==> config.mk <==
export PLATFORM = sky130hd
export DESIGN_NAME = ahc_ram
export DESIGN_NICKNAME = d
export VERILOG_FILES = /design/src/rtl/ahc_ram.sv
export SDC_FILE = /design/constraint.sdc
export NUM_CORES = 1
export LEC_CHECK = 0
export ABC_CLOCK_PERIOD_IN_PS = 4550
export BUFFER_PORTS_ARGS = -buffer_cell sky130_fd_sc_hd__buf_2
export CORE_MARGIN = 2
export CORE_UTILIZATION = 60
export CTS_CLUSTER_SIZE = 40
export DETAILED_ROUTE_END_ITERATION = 12
export MAX_ROUTING_LAYER = met4
export PLACE_DENSITY = 0.78
export SLEW_MARGIN = 25
export SYNTH_ARGS = -nofsm -noshare
export SYNTH_HDL_FRONTEND = slang
export SYNTH_SLANG_ARGS = --single-unit
==> constraint.sdc <==
create_clock -name clk_i -period 4.55 [get_ports clk_i]
set_input_delay 0.91 -clock clk_i [delete_from_list [all_inputs] [get_ports clk_i]]
set_output_delay 0.91 -clock clk_i [all_outputs]
set_load 0.05 [all_outputs]
==> src/rtl/ahc_ram.sv <==
module ahc_ram #(
  parameter int Width = 8,
  parameter int Depth = 16
) (
  input  logic                     clk_i,
  input  logic                     we_i,
  input  logic [$clog2(Depth)-1:0] waddr_i,
  input  logic [Width-1:0]         wdata_i,
  input  logic [$clog2(Depth)-1:0] raddr_i,
  output logic [Width-1:0]         rdata_o
);

  logic [Width-1:0] mem_q [Depth];

  // read-first: a read in the same cycle as a write to that address returns the old data
  always_ff @(posedge clk_i) begin
    if (we_i) begin
      mem_q[waddr_i] <= wdata_i;
    end
    rdata_o <= mem_q[raddr_i];
  end

endmodule

==> key figures, run 1 <==
Run status
  • Outcome: finished, final reports clean

Setup path
  • Crit Path Max Fanout: 1
  • Crit path max-delay family: flip-flops
  • Startpoint Class: flop
  • Critical path data required time: between 3 and 4 ns
  • Type of destination of the critical path: primary output
  • Crit Path Category: reg2out
  • Bufs and invs on worst path: 1
  • Slowest cell delay on critical path: about 0.38 ns
  • Slowest-stage cell, CP: dfxtp_1
  • Worst-path cell chain: buf_2
  • Worst Path Arrival: around 1.2 ns

Timing
  • Slew @ Worst Pin: between 0.9 and 1 ns
  • Worst relative slew slack: 36.74%
  • Min Tclk post-route: 2.089 ns
  • Hold Fails Final Rpt: 0
  • Max-slew violation count: 0
  • Final period util: 45.90%
  • Final setup vio count: 0
  • Fin Hold WS: 0.6700 ns
  • Final Skew: around 0.0084 ns
  • Setup_tns: 0 ns
  • RSZ-0062 raised after global routing: no
  • Achievable frequency: 478.8 MHz

Finish
  • Final layout net count: about 280
  • FF/Latch Area: between 4000 and 5000 sq um
  • Commonest cells after routing, fill and taps aside: edfxtp_1, buf_2, mux4_2, a22oi_1, clkbuf_16
  • Most common cell after layout, fill and taps aside: edfxtp_1
  • Layout filler cell count: ~470
  • Share of cells above drive strength 1: 28.32%
  • Ant diodes: 0
  • Layout area overhead: 15.82%
  • Multi-input gate area: around 1100 sq um

Synthesis
  • Synth Instances: approximately 230
  • Syn nets: 247
  • Synth warn: 0
  • Mean Syn Cell Area: approximately 22 sq um
  • #FFs+latches synth: ~140
  • Distinct cell type count of the synthesized netlist: 19
  • Synth Cell Area: roughly 5100 sq um
  • Post-synthesis sequential area ratio: between 70% and 80%

Floorplanning
  • Initial core utilization: approximately 62%
  • Die Y: 96.63 um
  • Row count: 33
  • Core area: ~8300 sq um
  • DIE WIDTH: approximately 97 um
  • Die area: 9336 sq um
  • # IOs: 26

CTS
  • Clock sink total: 136
  • Clk buf depth: 2
  • Root buffer cell: clkbuf_8
  • Hold_buf cts: 0
  • # H-tree levels: 4
  • CTS buffer count: 17
  • Worst-path clk slew: 0.06 ns
  • Skew-Pair Late Insertion Delay: between 0.5 and 0.6 ns
  • CTS resizes: 0
  • Setup Fix Bufs, Post-CTS: 0
  • TritonCTS clock tree: done

Route
  • DR vias/cell: approximately 6.5
  • Residual DRC count: 0
  • Routed vias: around 2500
  • Drt wl/cell: 25.49 um
  • Routed wire length: ~9800 um
  • Detailed Routing Iterations Pass 1: 7
  • Drt initial violations: between 400 and 500
  • Antenna viol nets, final: 0

Global routing
  • Initial antenna violation count: 0
  • GR Util All Layers: about 23%
  • Global-route wire length before repair: between 10000 and 15000 um
  • Number of global-route vias before repair: about 2500
  • Grt ovf: 0
  • Largest net degree at the start of global routing: 33

Hold path
  • Min-Delay Path Class: reg2reg

Power and ir drop
  • Static Leakage: roughly 2 nW
  • Peak VDD IR: approximately 0.35 mV
  • PD cells: 497.9 nW/um^2

Job
  • Max cap viols: 0

Placement
  • Placer Congestion: about 0.76
  • Dpl hpwl: ~5600 um
  • IO buf count: 25
## cell usage after synthesis (all sizes together)
master         number  area share (%)
a22oi              16             2.3
and2                1            0.12
and2b               1            0.15
buf                 7             1.1
clkdlybuf4s25       3            0.58
dfxtp               8             3.1
edfxtp            128              75
mux4               32              15
nand2               9            0.66
nand2b              2            0.24
nand3               1           0.097
nand3b              2            0.29
nor2               13            0.95
nor2b               1            0.12
nor3                4            0.39
or3b                1            0.17
## path summary, 6_finish.rpt
kind | cells past startpoint | endpoint | startpoint | slack (ns)
max reg2reg | 3 | rdata_o[2] | mem_q[1][2] | 3.15
min reg2reg | 3 | rdata_o[7] | mem_q[12][7] | 0.67
max | 1 | rdata_o[5] | rdata_o[5] | 2.46
min | 3 | rdata_o[7] | mem_q[12][7] | 0.67
## state kept, by name, indices dropped and copies added (netlist names)
| signal | count |
|---|---|
| mem_q | 128 |
| rdata_o | 8 |
## metrics by stage
stage | power (W) | utilization (%) | cells | area (sq um) | setup WS (ns)
after global placement | 0.001581 | 64.67 | 352 | 5340 | 1.615
after floorplan | 0.001533 | - | 229 | 5147 | 2.147
after global routing | 0.003041 | 72.20 | 384 | 5962 | 2.428
after detailed placement | 0.001585 | 64.73 | 352 | 5345 | 1.654
final | 0.002968 | 72.20 | 384 | 5962 | 2.461
after CTS | 0.002977 | 72.17 | 384 | 5959 | 2.197
## per-layer routing
| metal | track usage (%) | part of all wire, % | up-vias |
|---|---|---|---|
| li1 | - | - | 1051 |
| met1 | 31.23 | 39 | 1277 |
| met2 | 34.35 | 52 | 153 |
| met3 | 4.841 | 7.7 | 18 |
| met4 | 9.642 | 2.0 | 0 |
| met5 | - | 0 | - |
## cells by family (layout without fill, tap and decap cells)
family	after synthesis	after routing	share of synthesized area, %
DFF	136	136	77.78
and+or+nand+nor	35	35	3.184
muxes	32	32	15.02
buffers and inverters	10	60	1.677
AOI/OAI and AO/OA	16	16	2.334
## cell type report
cell class,instances,share of cell area [%]
clock buffers,17,6.946
well taps,105,2.204
repair buffers,28,2.518
multi-input cells,83,17.82
clock inverters,15,3.358
flip-flops and latches,136,67.16
## power by group
part           switching [W]  internal, W  total [W]
clock               0.000515     0.000892    0.00141
sequential        0.00000920      0.00140    0.00141
combinational       0.000101    0.0000506   0.000151
(Power assumes the default switching activity.)
==> run 2: changes to the inputs <==
--- a/config.mk
+++ b/config.mk
@@ -5,7 +5,7 @@
 export SDC_FILE = /design/constraint.sdc
 export NUM_CORES = 1
 export LEC_CHECK = 0
-export ABC_CLOCK_PERIOD_IN_PS = 4550
+export ABC_CLOCK_PERIOD_IN_PS = 2000
 export BUFFER_PORTS_ARGS = -buffer_cell sky130_fd_sc_hd__buf_2
 export CORE_MARGIN = 2
 export CORE_UTILIZATION = 60
==> constraint.sdc (replaced) <==
create_clock -name clk_i -period 2 [get_ports clk_i]
set_input_delay 0.4 -clock clk_i [delete_from_list [all_inputs] [get_ports clk_i]]
set_output_delay 0.4 -clock clk_i [all_outputs]
set_load 0.05 [all_outputs]
==> run 2 against run 1 <==
Compared with the run above: critical path type unchanged; via count is essentially flat; non-clock buffer count rose by 18; sequential share of layout area fell by 0.96 points.
==> key figures, run 2 (synthesis gave the netlist of run 1 again) <==
CTS
  • Worst-path clk slew: 0.06 ns (about the same)
  • CTS buffer count: 17 (unchanged)
  • CTS resizes: 0 (unchanged)
  • # H-tree levels: 4 (unchanged)
  • Skew-Pair Late Insertion Delay: 0.51 ns (about the same)
  • Root buffer cell: clkbuf_8
  • TritonCTS clock tree: done
  • Clk buf depth: 2 (unchanged)
  • Hold_buf cts: 0 (unchanged)
  • Setup Fix Bufs, Post-CTS: 0 (unchanged)
  • Clock sink total: 136 (unchanged)

Setup path
  • R2r setup slk: 0.61 ns (-2.54 ns)
  • Crit Path Max Fanout: 1 (unchanged)
  • Worst-path cell chain: buf_2
  • Startpoint Class: flop
  • Critical path data required time: 1.60 ns (-2.04 ns)
  • Type of destination of the critical path: primary output
  • R2R Path Start: mem_q[4][2]
  • Slowest cell delay on critical path: 0.36 ns (-0.02 ns)
  • Bufs and invs on worst path: 1 (unchanged)
  • Slowest-stage cell, CP: dfxtp_1
  • Worst Path Arrival: 1.16 ns (-0.02 ns)
  • Crit path max-delay family: flip-flops
  • RR Endpoint: rdata_o[2]
  • Crit Path Category: reg2out
  • Worst reg2reg path depth: 3 (unchanged)

Finish
  • Layout filler cell count: 463 (-1.7%)
  • Share of cells above drive strength 1: 31.31% (+3.0 points)
  • Finished Layout Cells: 402 (+4.7%)
  • Regs by FF count: mem_q (128), rdata_o (8)
  • Ant diodes: 0 (unchanged)
  • Max FFs per register: 128 (unchanged)
  • Biggest register: mem_q
  • Layout area overhead: 17.50%
  • Most common cell after layout, fill and taps aside: edfxtp_1
  • Final layout net count: 302 (+6.3%)
  • Fin util: 73.24% (+1.0 points)
  • Commonest cells after routing, fill and taps aside: edfxtp_1, buf_2, buf_4, mux4_2

Global routing
  • Initial antenna violation count: 0 (unchanged)
  • GR Util All Layers: 24.44% (+1.6 points)
  • Global-route wire length before repair: 15800 um (+6.3%)
  • Number of global-route vias before repair: 2666 (+8.5%)
  • Largest net degree at the start of global routing: 22 (-33%)
  • Grt ovf: 0 (unchanged)

Timing
  • Hold Fails Final Rpt: 0 (unchanged)
  • Achievable frequency: around 640 MHz
  • Slew @ Worst Pin: 0.4251 ns (-0.5204 ns)
  • Final period util: just under 80%
  • Max-slew violation count: 0 (unchanged)
  • Worst relative slew slack: 71.66% (+35 points)
  • Min Tclk post-route: roughly 1.6 ns
  • Final setup vio count: 0 (unchanged)
  • RSZ-0062 raised after global routing: no
  • Setup_tns: 0 ns (unchanged)
  • Final Skew: 0.005062 ns (-0.003302 ns)

Route
  • Drt initial violations: 265 (-39%)
  • DR vias/cell: 6.219 (-4.4%)
  • Antenna viol nets, final: 0 (unchanged)
  • Routed vias: 2500 (+0.040%)
  • Routed wire length: 10200 um (+4.2%)
  • Drt wl/cell: 25.37 um (-0.51%)
  • Residual DRC count: 0 (unchanged)
  • Detailed Routing Iterations Pass 1: 5 (-2)

Power and ir drop
  • PD cells: 1065 nW/um^2 (+110%)
  • Peak VDD IR: 0.6542 mV (+87%)
  • Static Leakage: 2.083 nW (+3.9%)

Placement
  • IO buf count: 25 (unchanged)
  • Placer Congestion: 0.8188 (+7.1%)
  • Dpl hpwl: 6061 um (+7.8%)
  • Inst Count DP: 370 (+5.1%)

Floorplanning
  • Row count: 33 (unchanged)
  • DIE WIDTH: 96.63 um (unchanged)
  • # IOs: 26 (unchanged)
  • Core area: 8258 sq um (unchanged)
  • Initial core utilization: 62.33% (unchanged)
  • Die area: 9336 sq um (unchanged)
  • Die Y: 96.63 um (unchanged)

Hold path
  • Hold Path Cell Cnt: 1 (-2)
  • Min-Delay Path Class: in2reg
  • Worst Hold End: mem_q[8][1]
  • Hold path startpoint: wdata_i[1]

Run status
  • Outcome: finished, final reports clean

Job
  • Max cap viols: 0 (unchanged)
run 2: per-layer routing:
metal	vias up	routed length [um]	global-route usage, %
met4	0	170	8.667
met2	118	5241	37.87
met3	16	704	6.431
met5	-	0	-
met1	1282	4080	32.07
li1	1084	-	-
run 2: worst max path at each step:
stage,from,end,cells after the start
floorplan,waddr_i[2],mem_q[0][0],2
global placement,raddr_i[0],rdata_o[3],5
detailed placement,raddr_i[0],rdata_o[3],5
CTS,rdata_o[6],rdata_o[6],1
global route,rdata_o[6],rdata_o[6],1
finish,rdata_o[6],rdata_o[6],1
run 2: final cells by class:
type	count	area, sq um	area share [%]
clock buffer	22	442.9	7.323
clock inverter	10	105.1	1.738
multi-input combinational	83	1057	17.48
sequential	136	4004	66.20
tap	105	131.4	2.172
timing repair buffer	46	307.8	5.089
run 2: power by group:
part	leakage (nW)	internal, W	switching, W	total [W]
sequential	1.22	0.00319	0.0000220	0.00321
combinational	0.590	0.000131	0.000230	0.000361
clock	0.268	0.00179	0.00108	0.00287
total	2.08	0.00511	0.00133	0.00644
run 2: through the flow:
step	instance area (sq um)	hold slack, ns	power, W	worst slack (ns)
after floorplan	5147	0.4989	0.003488	0.1071
after detailed placement	5500	0.6632	0.003623	0.1592
after global routing	6048	0.2623	0.006632	0.4145
after global placement	5500	0.6458	0.003612	0.1568
final	6048	0.2607	0.006444	0.4400
after CTS	6048	0.2452	0.006474	0.4315
